## src/sv/i2cbe_pkg.sv

```systemverilog
// Shared types and constants for the I2C master bit engine.
// No dependencies; imported by every engine module.
package i2cbe_pkg;

    localparam int unsigned BYTE_BITS = 8;
    localparam int unsigned DELAY_W   = 16;
    localparam logic [DELAY_W-1:0] DELAY_RESET = 16'd10;

    // Command codes
    typedef enum logic [2:0] {
        ACT_START    = 3'd0,
        ACT_STOP     = 3'd1,
        ACT_WRITE    = 3'd2,
        ACT_READ     = 3'd3,
        ACT_SEND_ACK = 3'd4,
        ACT_WAIT_ACK = 3'd5
    } action_t;

    // Sequencer phases, one-hot
    typedef enum logic [3:0] {
        PH_IDLE = 4'b0001,
        PH_1    = 4'b0010,
        PH_2    = 4'b0100,
        PH_3    = 4'b1000
    } phase_t;

    // Classified tick item passed from front to back through the queue
    typedef struct packed {
        logic                 cmd_ok;
        action_t              action;
        logic [BYTE_BITS-1:0] write_data;
        logic                 ack_level;
        logic                 sda_in;
    } item_t;

    // Result item, scl_out in the lowest bit
    typedef struct packed {
        logic [2:0]           pad;
        logic                 ack_seen;
        logic [BYTE_BITS-1:0] read_data;
        logic                 done_res;
        logic                 busy_res;
        logic                 sda_out;
        logic                 scl_out;
    } result_t;

    // Queue status seen by the front
    typedef struct packed {
        logic full;
        logic empty;
    } q_stat_t;

endpackage

```

## src/sv/i2c_master_bit_engine.sv

```systemverilog
// I2C master bit engine top level: front end, item queue and sequencer back end.
// Depends on i2cbe_pkg, i2cbe_front, i2cbe_queue and i2cbe_back.
//
// Each input item is one clock tick of the bus: an optional command plus the
// sampled SDA level; each produces exactly one result item with the SCL/SDA
// drive, busy, done, the last read byte and the last slave ack. The block
// takes one item per clock while the output is not stalled. An accepted
// item is queued and then popped into the result register on m_axis. The
// back-end sequencer performs one tick step per cycle while the output slot
// is free or draining, and sets that rate. The queue of QUEUE_DEPTH items
// lets the input keep flowing while a result waits on m_axis_tready.
module i2c_master_bit_engine
    import i2cbe_pkg::*;
#(
    parameter int unsigned QUEUE_DEPTH = 2
) (
    input  logic        aclk,
    input  logic        aresetn,
    input  logic        cfg_wr_en,
    input  logic [15:0] cfg_wr_data,   // delay_ticks
    input  logic        s_axis_tvalid,
    output logic        s_axis_tready,
    input  logic [15:0] s_axis_tdata,  // write_data[7:0], ack_level[8], sda_in[9], zeros
    input  logic [3:0]  s_axis_tuser,  // cmd_valid[0], action[3:1]
    output logic        m_axis_tvalid,
    input  logic        m_axis_tready,
    output logic [15:0] m_axis_tdata   // scl[0], sda[1], busy[2], done[3],
                                       // read_data[11:4], ack_seen[12], zeros
);

    q_stat_t q_stat;
    logic    push, pop, head_valid;
    item_t   push_item, head_item;
    result_t m_result;

    i2cbe_front u_front (
        .s_axis_tvalid (s_axis_tvalid),
        .s_axis_tready (s_axis_tready),
        .s_axis_tdata  (s_axis_tdata),
        .s_axis_tuser  (s_axis_tuser),
        .q_stat        (q_stat),
        .push          (push),
        .push_item     (push_item)
    );

    i2cbe_queue #(
        .DEPTH (QUEUE_DEPTH)
    ) u_queue (
        .aclk       (aclk),
        .aresetn    (aresetn),
        .push       (push),
        .push_item  (push_item),
        .pop        (pop),
        .head_item  (head_item),
        .head_valid (head_valid),
        .q_stat     (q_stat)
    );

    i2cbe_back u_back (
        .aclk        (aclk),
        .aresetn     (aresetn),
        .cfg_wr_en   (cfg_wr_en),
        .cfg_wr_data (cfg_wr_data),
        .head_item   (head_item),
        .head_valid  (head_valid),
        .pop         (pop),
        .m_valid     (m_axis_tvalid),
        .m_ready     (m_axis_tready),
        .m_result    (m_result)
    );

    assign m_axis_tdata = m_result;

endmodule

```

## src/sv/i2cbe_front.sv

```systemverilog
// Front end: accepts tick items from the input stream and classifies the command.
// Depends on i2cbe_pkg.
module i2cbe_front
    import i2cbe_pkg::*;
(
    input  logic        s_axis_tvalid,
    output logic        s_axis_tready,
    input  logic [15:0] s_axis_tdata,  // write_data[7:0], ack_level[8], sda_in[9], zeros
    input  logic [3:0]  s_axis_tuser,  // cmd_valid[0], action[3:1]
    input  q_stat_t     q_stat,
    output logic        push,
    output item_t       push_item
);

    logic [2:0] act_raw;

    assign act_raw = s_axis_tuser[3:1];

    // Ready whenever the queue has room
    assign s_axis_tready = !q_stat.full;
    assign push          = s_axis_tvalid && !q_stat.full;

    // Only codes start..wait-ack start a sequence
    always_comb begin
        push_item.cmd_ok     = s_axis_tuser[0] && (act_raw <= ACT_WAIT_ACK);
        push_item.action     = action_t'(act_raw);
        push_item.write_data = s_axis_tdata[7:0];
        push_item.ack_level  = s_axis_tdata[8];
        push_item.sda_in     = s_axis_tdata[9];
    end

endmodule

```

## src/sv/i2cbe_queue.sv

```systemverilog
// Small item FIFO between front and back of the bit engine.
// Depends on i2cbe_pkg.
module i2cbe_queue
    import i2cbe_pkg::*;
#(
    parameter int unsigned DEPTH = 2
) (
    input  logic    aclk,
    input  logic    aresetn,
    input  logic    push,
    input  item_t   push_item,
    input  logic    pop,
    output item_t   head_item,
    output logic    head_valid,
    output q_stat_t q_stat
);

    localparam int unsigned PTR_W = (DEPTH > 1) ? $clog2(DEPTH) : 1;
    localparam int unsigned CNT_W = $clog2(DEPTH + 1);
    localparam logic [PTR_W-1:0] LAST_PTR = PTR_W'(DEPTH - 1);
    localparam logic [CNT_W-1:0] FULL_CNT = CNT_W'(DEPTH);

    item_t             mem [DEPTH];
    logic [PTR_W-1:0]  wr_ptr_reg, wr_ptr_next;
    logic [PTR_W-1:0]  rd_ptr_reg, rd_ptr_next;
    logic [CNT_W-1:0]  count_reg, count_next;
    logic              do_push, do_pop;

    assign q_stat.full  = (count_reg == FULL_CNT);
    assign q_stat.empty = (count_reg == '0);
    assign head_valid   = !q_stat.empty;
    assign head_item    = mem[rd_ptr_reg];

    assign do_push = push && !q_stat.full;
    assign do_pop  = pop && !q_stat.empty;

    // Pointer wrap and fill count
    always_comb begin
        wr_ptr_next = wr_ptr_reg;
        rd_ptr_next = rd_ptr_reg;
        count_next  = count_reg;
        if (do_push) begin
            wr_ptr_next = (wr_ptr_reg == LAST_PTR) ? '0 : wr_ptr_reg + 1'b1;
        end
        if (do_pop) begin
            rd_ptr_next = (rd_ptr_reg == LAST_PTR) ? '0 : rd_ptr_reg + 1'b1;
        end
        if (do_push && !do_pop) begin
            count_next = count_reg + 1'b1;
        end else if (do_pop && !do_push) begin
            count_next = count_reg - 1'b1;
        end
    end

    always_ff @(posedge aclk) begin
        if (!aresetn) begin
            wr_ptr_reg <= '0;
            rd_ptr_reg <= '0;
            count_reg  <= '0;
        end else begin
            wr_ptr_reg <= wr_ptr_next;
            rd_ptr_reg <= rd_ptr_next;
            count_reg  <= count_next;
        end
    end

    // Storage, no reset
    always_ff @(posedge aclk) begin
        if (do_push) begin
            mem[wr_ptr_reg] <= push_item;
        end
    end

endmodule

```

## src/sv/i2cbe_back.sv

```systemverilog
// Back end: SCL/SDA sequencer, delay register and result output register.
// Depends on i2cbe_pkg.
module i2cbe_back
    import i2cbe_pkg::*;
(
    input  logic         aclk,
    input  logic         aresetn,
    input  logic         cfg_wr_en,
    input  logic [15:0]  cfg_wr_data,
    input  item_t        head_item,
    input  logic         head_valid,
    output logic         pop,
    output logic         m_valid,
    input  logic         m_ready,
    output result_t      m_result
);

    logic [DELAY_W-1:0]   delay_reg;
    phase_t               phase_reg, phase_next;
    action_t              cur_act_reg, cur_act_next;
    logic [3:0]           bit_idx_reg, bit_idx_next;
    logic [DELAY_W-1:0]   tick_reg, tick_next;
    logic [BYTE_BITS-1:0] shift_reg, shift_next;
    logic [BYTE_BITS-1:0] read_reg, read_next;
    logic                 ack_reg, ack_next;
    logic                 scl_reg, scl_next;
    logic                 sda_reg, sda_next;
    logic                 done;
    logic                 out_valid_reg;
    result_t              out_data_reg;
    logic                 can_step;
    logic [DELAY_W-1:0]   wait_load;
    logic [3:0]           bit_inc;
    logic                 more_bits;

    // Output slot free or being drained
    assign can_step = !out_valid_reg || m_ready;
    assign pop      = head_valid && can_step;
    assign m_valid  = out_valid_reg;
    assign m_result = out_data_reg;

    // Zero delay acts as one tick
    assign wait_load = (delay_reg == '0) ? '0 : delay_reg - 1'b1;
    assign bit_inc   = bit_idx_reg + 4'd1;
    assign more_bits = (bit_inc < 4'(BYTE_BITS));

    // One sequencer step per tick item
    always_comb begin
        phase_next   = phase_reg;
        cur_act_next = cur_act_reg;
        bit_idx_next = bit_idx_reg;
        tick_next    = tick_reg;
        shift_next   = shift_reg;
        read_next    = read_reg;
        ack_next     = ack_reg;
        scl_next     = scl_reg;
        sda_next     = sda_reg;
        done         = 1'b0;
        if (phase_reg != PH_IDLE) begin
            if (tick_reg != '0) begin
                tick_next = tick_reg - 1'b1;
            end else begin
                // Wait over: apply the next edges of the sequence
                tick_next = wait_load;
                unique case (cur_act_reg)
                    ACT_START: begin
                        if (phase_reg == PH_1) begin
                            sda_next   = 1'b0;
                            phase_next = PH_2;
                        end else begin
                            scl_next = 1'b0;
                            done     = 1'b1;
                        end
                    end
                    ACT_STOP: begin
                        if (phase_reg == PH_1) begin
                            scl_next   = 1'b1;
                            phase_next = PH_2;
                        end else begin
                            sda_next = 1'b1;
                            done     = 1'b1;
                        end
                    end
                    ACT_WRITE: begin
                        if (phase_reg == PH_1) begin
                            scl_next   = 1'b0;
                            phase_next = PH_2;
                        end else if (phase_reg == PH_2) begin
                            bit_idx_next = bit_inc;
                            if (more_bits) begin
                                sda_next   = shift_reg[BYTE_BITS-1];
                                shift_next = {shift_reg[BYTE_BITS-2:0], 1'b0};
                                scl_next   = 1'b1;
                                phase_next = PH_1;
                            end else begin
                                sda_next   = 1'b1;
                                phase_next = PH_3;
                            end
                        end else begin
                            done = 1'b1;
                        end
                    end
                    ACT_READ: begin
                        if (phase_reg == PH_1) begin
                            if (head_item.sda_in) begin
                                shift_next = shift_reg | (8'h80 >> bit_idx_reg[2:0]);
                            end
                            scl_next   = 1'b0;
                            phase_next = PH_2;
                        end else begin
                            bit_idx_next = bit_inc;
                            if (more_bits) begin
                                scl_next   = 1'b1;
                                phase_next = PH_1;
                            end else begin
                                read_next = shift_reg;
                                done      = 1'b1;
                            end
                        end
                    end
                    ACT_SEND_ACK: begin
                        if (phase_reg == PH_1) begin
                            scl_next   = 1'b0;
                            phase_next = PH_2;
                        end else begin
                            sda_next = 1'b1;
                            done     = 1'b1;
                        end
                    end
                    default: begin
                        // wait ack
                        if (phase_reg == PH_1) begin
                            scl_next   = 1'b1;
                            phase_next = PH_2;
                        end else if (phase_reg == PH_2) begin
                            ack_next   = head_item.sda_in;
                            scl_next   = 1'b0;
                            phase_next = PH_3;
                        end else begin
                            done = 1'b1;
                        end
                    end
                endcase
                if (done) begin
                    phase_next = PH_IDLE;
                    tick_next  = '0;
                end
            end
        end else if (head_item.cmd_ok) begin
            // Accept a command: first edges on this tick
            cur_act_next = head_item.action;
            bit_idx_next = '0;
            tick_next    = wait_load;
            phase_next   = PH_1;
            unique case (head_item.action)
                ACT_START: begin
                    sda_next = 1'b1;
                    scl_next = 1'b1;
                end
                ACT_STOP: begin
                    sda_next = 1'b0;
                    scl_next = 1'b0;
                end
                ACT_WRITE: begin
                    sda_next   = head_item.write_data[BYTE_BITS-1];
                    shift_next = {head_item.write_data[BYTE_BITS-2:0], 1'b0};
                    scl_next   = 1'b1;
                end
                ACT_READ: begin
                    shift_next = '0;
                    sda_next   = 1'b1;
                    scl_next   = 1'b1;
                end
                ACT_SEND_ACK: begin
                    sda_next = head_item.ack_level;
                    scl_next = 1'b1;
                end
                default: begin
                    sda_next = 1'b1;
                end
            endcase
        end
    end

    // Sequencer state, advanced once per consumed item
    always_ff @(posedge aclk) begin
        if (!aresetn) begin
            phase_reg   <= PH_IDLE;
            cur_act_reg <= ACT_START;
            bit_idx_reg <= '0;
            tick_reg    <= '0;
            shift_reg   <= '0;
            read_reg    <= '0;
            ack_reg     <= 1'b1;
            scl_reg     <= 1'b1;
            sda_reg     <= 1'b1;
        end else if (pop) begin
            phase_reg   <= phase_next;
            cur_act_reg <= cur_act_next;
            bit_idx_reg <= bit_idx_next;
            tick_reg    <= tick_next;
            shift_reg   <= shift_next;
            read_reg    <= read_next;
            ack_reg     <= ack_next;
            scl_reg     <= scl_next;
            sda_reg     <= sda_next;
        end
    end

    // Delay register
    always_ff @(posedge aclk) begin
        if (!aresetn) begin
            delay_reg <= DELAY_RESET;
        end else if (cfg_wr_en) begin
            delay_reg <= cfg_wr_data;
        end
    end

    // Output register
    always_ff @(posedge aclk) begin
        if (!aresetn) begin
            out_valid_reg <= 1'b0;
        end else if (can_step) begin
            out_valid_reg <= head_valid;
        end
    end

    always_ff @(posedge aclk) begin
        if (pop) begin
            out_data_reg.pad       <= '0;
            out_data_reg.ack_seen  <= ack_next;
            out_data_reg.read_data <= read_next;
            out_data_reg.done_res  <= done;
            out_data_reg.busy_res  <= (phase_next != PH_IDLE);
            out_data_reg.sda_out   <= sda_next;
            out_data_reg.scl_out   <= scl_next;
        end
    end

endmodule

```

## config.mk

```make
export PLATFORM = sky130hd
export DESIGN_NAME = i2c_master_bit_engine
export DESIGN_NICKNAME = d
export VERILOG_FILES = /design/src/sv/i2cbe_pkg.sv /design/src/sv/i2c_master_bit_engine.sv /design/src/sv/i2cbe_front.sv /design/src/sv/i2cbe_queue.sv /design/src/sv/i2cbe_back.sv
export SDC_FILE = /design/constraint.sdc
export NUM_CORES = 1
export LEC_CHECK = 0
export BUFFER_PORTS_ARGS = -buffer_cell sky130_fd_sc_hd__buf_2
export CAP_MARGIN = 20
export CELL_PAD_IN_SITES_DETAIL_PLACEMENT = 1
export CELL_PAD_IN_SITES_GLOBAL_PLACEMENT = 2
export CORE_ASPECT_RATIO = 2
export CORE_UTILIZATION = 40
export CTS_CLUSTER_DIAMETER = 50
export DETAILED_ROUTE_END_ITERATION = 10
export GPL_TIMING_DRIVEN = 0
export PLACE_DENSITY_LB_ADDON = 0.1
export RECOVER_POWER = 100
export SETUP_SLACK_MARGIN = 0.3
export SLEW_MARGIN = 25
export SYNTH_ARGS = -nofsm -noshare
export SYNTH_HDL_FRONTEND = slang
export SYNTH_SLANG_ARGS = --single-unit
```

## constraint.sdc

```tcl
create_clock -name aclk -period 7 [get_ports aclk]
set_input_delay 0.35 -clock aclk [delete_from_list [all_inputs] [get_ports aclk]]
set_output_delay 0.35 -clock aclk [all_outputs]
set_load 0.02 [all_outputs]
```

# Yosys cells after proc, flatten, opt, wreduce, memory -nomap -nowiden
# Memories as Yosys holds them, arrays and structs flattened. A register that Yosys moved wholly into a read port is not among the register bits.
# Index checks and enable logic that the tools add are counted.
word_totals:
  ff_bits: 80
  ramBits: 28
  inputBits: 41
  output_inout_bits: 18
  word_cells: 169
  memories: 1
memory_table:
  columns: ["memory", "words", "word_bits", "read_ports", "rd_clocked_by_memory_dff", "write_ports", "line", "rtl"]
  rows:
  - ["u_queue.mem", 2, 14, 1, 1, 1, "i2cbe_queue.sv:23", "item_t mem [DEPTH];"]
classes:
  addsub: 7
  n_lt_le_gt_ge: 2
  eq_ne: 21
  shift: 1
  muxes: 85
  bitwise: 2
  reduce_logical: 30
op_table:
  columns: ["op", "n"]
  rows:
  - ["8-bit two-way mux", 13]
  - ["16-bit two-way mux", 5]
  - ["4-bit two-way mux", 18]
  - ["1-bit two-way mux", 38]
  - ["8-bit case mux with 2 select lines", 2]
  - ["16-bit by 1-bit subtractor with 16-bit output (second input constant)", 2]
  - ["16-bit zero test", 1]
  - ["16-bit nonzero test", 1]
  - ["3-bit != test (second input constant)", 5]
  - ["3-bit by 2-bit == test with 1-bit output (second input constant)", 4]
  - ["4-bit case mux with 3 select lines", 1]
  - ["10-bit AND reduction", 1]
  - ["4-bit by 1-bit != test with 1-bit output (second input constant)", 2]
  - ["8-bit OR", 1]
  - ["4-bit case mux with 2 select lines", 1]
  - ["8-bit by 3-bit right shift with 8-bit output (first input constant)", 1]
  - ["1-bit logical AND", 7]
  - ["7-bit AND reduction", 1]
  - ["3-bit by 1-bit == test with 1-bit output (second input constant)", 2]
  - ["3-bit == test (second input constant)", 2]
  - ["3-bit zero test", 2]
  - ["3-bit by 2-bit != test with 1-bit output (second input constant)", 2]
  - ["1-bit case mux with 3 select lines", 2]
  - ["1-bit zero test", 5]
  - ["other kinds (24)", 29]

# Depth between registers and ports, before layout
logic_depth:
  word_depth: 11
  ltp_mapped: 9
  mapped_depth_nobuf: 8

# By module
# Synthesis repeated with hierarchy kept, for this count alone.
hier_totals:
  cells_unflattened: 641
  area_unflattened_um2: 5899.4
by_module_without_submodules:
  columns: ["mod", "instances", "cells_each", "area_per_inst_um2", "seq_area_each_um2"]
  rows:
  - ["i2cbe_back", 1, 556, 4536.9, 1651.6]
  - ["i2cbe_queue", 1, 69, 1243.7, 940.9]
  - ["i2cbe_front", 1, 16, 118.9, 0.0]

# Worst setup path before layout
# OpenSTA, ideal clock, no wires.
synth_path:
  kind: "reg2reg"
  start: "reg u_back.out_valid_reg (netlist: u_back.m_valid)"
  end: "reg u_back.shift_reg[1]"
  setup_time_ns: 0.124
  t_arrival_ns: 2.202
  t_required_ns: 6.876
  setup_slack_ns: 4.674
  path_stages_with_launch: 10
  path_buffers: 2
  synth_period_minus_slack_ns: 2.326
  path_cell_list: "dfxtp_1 -> nor2b_1 -> or2_2 -> buf_2 -> inv_1 -> buf_2 -> nand2_1 -> a221oi_1 -> nand2_2 -> mux2i_1"
synth_via:
  elab_chain_cells: 4
synth_lines:
  columns: ["element", "line", "rtl"]
  rows:
  - ["start: declaration", "i2cbe_back.sv:29", "logic out_valid_reg;"]
  - ["start signal: assignment", "i2cbe_back.sv:224", "out_valid_reg <= head_valid;"]
  - ["1-bit zero test", "i2cbe_back.sv:37", "assign can_step = !out_valid_reg || m_ready;"]
  - ["1-bit logical OR", "i2cbe_back.sv:37", null]
  - ["1-bit logical AND", "i2cbe_back.sv:38", "assign pop = head_valid && can_step;"]
  - ["via pop", "i2c_master_bit_engine.sv:32", "logic push, pop, head_valid;"]
  - ["10-bit AND reduction (no line)", null, null]
  - ["end signal: assignment", "i2cbe_back.sv:202", "shift_reg <= shift_next;"]
  - ["end: declaration", "i2cbe_back.sv:23", "logic [BYTE_BITS-1:0] shift_reg, shift_next;"]
# The timed path passes the listed nets, and every way through them passes these cells.
# A chain may end at the register's enable or synchronous reset.

# Final worst setup path
layout_path:
  start: "reg u_queue.count_reg[0]"
  end: "reg u_back.shift_reg[5]"
layout_via:
  elab_chain_cells: 4
layout_lines:
  columns: ["element", "line", "rtl"]
  rows:
  - ["start: declaration", "i2cbe_queue.sv:26", "logic [CNT_W-1:0] count_reg, count_next;"]
  - ["start signal: assignment", "i2cbe_queue.sv:63", "count_reg <= count_next;"]
  - ["2-bit zero test", "i2cbe_queue.sv:30", "assign q_stat.empty = (count_reg == '0);"]
  - ["1-bit zero test", "i2cbe_queue.sv:31", "assign head_valid = !q_stat.empty;"]
  - ["1-bit logical AND", "i2cbe_back.sv:38", null]
  - ["via pop", "i2c_master_bit_engine.sv:32", null]
  - ["10-bit AND reduction (no line)", null, null]
# The timed path passes the listed nets, and every way through them passes these cells.

==> flow_metrics.py <==
metrics = {
    "detailed_routing": {
        "first_pass_iters": 4,
        "ant_nets": 0,
        "dr.first_iter.drc_count": 126,
        "wl_per_cell_um": 21.5,
        "num_vias": 4703,
        "drt-total-wl_mm": 17.1,
        "drc": 0,
        "viasPerCell": 5.92,
    },
    "setup_path": {
        "r2r-end": "u_back.shift_reg[5]",
        "r2r_cells": 9,
        "required_ps": 7280,
        "cp-end-kind": "flip-flop",
        "startpoint_type": "flip-flop",
        "cp_data_arrival_time_ps": 4070,
        "reg2reg_setup_slack_ps": 3210,
        "critPathMaxFanout": 22,
        "r2r_start": "u_queue.count_reg[0]",
        "worstSetupPathType": "reg2reg",
    },
    "layout": {
        "largest_reg_flops": 28,
        "fin_nets": 686,
        "n_antenna_cell": 0,
        "final_area_um2": 6250,
        "drive_gt1_frac": 0.113,
        "area_growth_pct": 12.6,
        "final_cell_mix": "dfxtp_1, nor2_1, nand2_1, clkbuf_1, edfxtp_1",
        "final_common_cell": "dfxtp_1",
    },
    "timing": {
        "hold_viol": 0,
        "tns_ps": 0,
        "period_minus_slack_ps": 3790,
        "relSlewSlack": 0.0155,
        "worstMarginPinSlew_ps": 1460,
        "finalSetupViolCount": 0,
        "timing.fmax_mhz": 264,
        "rsz0062_at_grt": "no",
        "skew_ps": 12.2,
        "period_share": 0.542,
        "slew_violations": 0,
    },
    "yosys": {
        "synth_cell_types": 71,
        "syn_area_um2": 5550,
        "seq_area_frac_synth": 0.467,
        "ys_seq_elements": 109,
        "yosysWarnings": 0,
        "ys.flop_type": "dfxtp_1",
        "synthCells": 575,
        "async_reset_ff_frac": 0,
        "synth-edff-count": 41,
        "yosys-top-cells-area": "dfxtp_1, edfxtp_1, mux2i_1",
        "synth_top_area_frac": 0.245,
        "synth.largest_area_cell": "dfxtp_1",
        "syn_avg_cell_area_um2": 9.65,
    },
    "grt": {
        "overflow": 0,
        "track_usage": 0.251,
        "grt_start_max_net_pins": 23,
        "antenna_found_initial": 0,
        "grt_pass1_vias": 5193,
        "grt_pass1_wl_mm": 27.0,
    },
    "placement": {
        "dp_hpwl_mm": 13.4,
        "gp_congestion": 0.916,
        "place.port_buffers": 47,
        "postPlaceCellArea_um2": 5990,
    },
    "floorplanning": {
        "ios": 59,
        "initial_core_util": 0.411,
        "core.rowCount": 60,
        "dieArea_um2": 14400,
        "die_w_um": 85.3,
        "core_um2": 13500,
        "die_y_um": 169,
    },
    "clock_network": {
        "postCtsResizedCells": 0,
        "cts_num_sinks": 109,
        "cts-root-buf": "clkbuf_16",
        "numCtsBuffers": 9,
        "clk_path_buf_depth": 2,
        "cts_hold_buf": 0,
        "clkTransAtPathRegs_ps": 80,
        "postCtsSetupBuffers": 0,
        "h-tree-depth": 3,
        "clock_latency_ps": 360,
        "cts_tree": "built",
    },
    "min_path": {
        "hold_path_startpoint": "s_axis_tdata[4]",
        "min_to": "u_queue.mem[0][6]",
        "hold_class": "in2reg",
        "holdPathStages": 1,
    },
    "power_and_ir_drop": {
        "power-per-cell-area_nw_per_um2": 429,
        "power.leakage_nw": 2.36,
        "power_mw": 2.68,
        "ir_drop_mv": 0.178,
    },
    "run": {
        "cap_violations": 0,
    },
    "status": {
        "status": "completed",
    },
}
-- worst max-delay path: stages (launching register included) --
cell and delay (ps):
dfxtp_1 430, nor2_1 100, or2_2 270, clkbuf_1 330
inv_1 160, clkbuf_1 950, nand2_1 310, a221oi_1 490
nand2_1 400, mux2i_1 270
-- where the power goes --
group / switching [mW] / internal, mW / leakage (nW)
clock: 0.259 / 0.254 / 0.144
combinational: 0.831 / 0.421 / 1.28
sequential: 0.106 / 0.811 / 0.942
-- synthesized netlist by cell type (7+ instances only) --
library cell / number
xor2_1: 12
ha_1: 10
clkbuf_1: 22
nor2_1: 59
nor4_1: 7
dfxtp_1: 68
a22o_1: 11
edfxtp_1: 41
xnor2_1: 10
o21ai_0: 37
inv_1: 16
o22ai_1: 12
mux2i_1: 34
nand3_1: 21
nand2b_1: 7
mux2_2: 12
nor3_1: 12
nand2_1: 49
a21oi_1: 24
-- cells by family (layout without fill, tap and decap cells) --
| logic type | count (synthesis) | in the layout | share of synthesized area |
|---|---|---|---|
| AO/OA/AOI/OAI | 141 | 141 | 0.173 |
| flip-flops | 109 | 109 | 0.467 |
| multiplexers | 46 | 46 | 0.0857 |
| other | 1 | 3 | 0.000676 |
| buffers and inverters | 50 | 113 | 0.0370 |
| adder cells (fa/ha/maj) | 11 | 11 | 0.0244 |
| XOR/XNOR | 22 | 22 | 0.0347 |
| AND/OR/NAND/NOR | 195 | 195 | 0.177 |
-- per-stage QoR --
step / utilization / hold slack [ps] / instances / setup WS (ps)
floorplan: - / 438 / 577 / 4670
detailed placement: 0.443 / 466 / 779 / 4030
global route: 0.462 / 160 / 795 / 2860
CTS: 0.465 / 164 / 795 / 4020
finish: 0.462 / 175 / 795 / 3210
global placement: 0.443 / 453 / 779 / 4060
-- layer usage --
| metal | track usage | part of all wire |
|---|---|---|
| met5 | 0 | 0 |
| met4 | 0.161 | 0.060 |
| met3 | 0.0307 | 0.019 |
| met2 | 0.524 | 0.60 |
| met1 | 0.209 | 0.32 |
-- worst max-delay path by stage --
stage | startpoint | to | slack (ps) | cells after the start
after floorplan | u_back.m_valid | u_back.shift_reg[1] | 4670 | 9
after CTS | u_back.tick_reg[4] | u_back.m_result[5] | 4020 | 5
after global placement | u_back.tick_reg[4] | u_back.m_result[5] | 4060 | 5
final | u_queue.count_reg[0] | u_back.shift_reg[5] | 3210 | 9
after global routing | u_queue.count_reg[0] | u_back.shift_reg[5] | 2860 | 9
after detailed placement | u_back.tick_reg[4] | u_back.m_result[5] | 4030 | 5
-- area by class of cell --
class | count | area (um2)
Fill cell | 1597 | 7270
Tap cell | 155 | 194
Clock buffer | 9 | 225
Timing Repair Buffer | 47 | 213
Sequential cell | 109 | 2590
Buffer | 33 | 139
Multi-Input combinational cell | 418 | 2740
Inverter | 17 | 63.8
Clock inverter | 7 | 75.1
No activity file was read; power rests on OpenSTA's default activity.
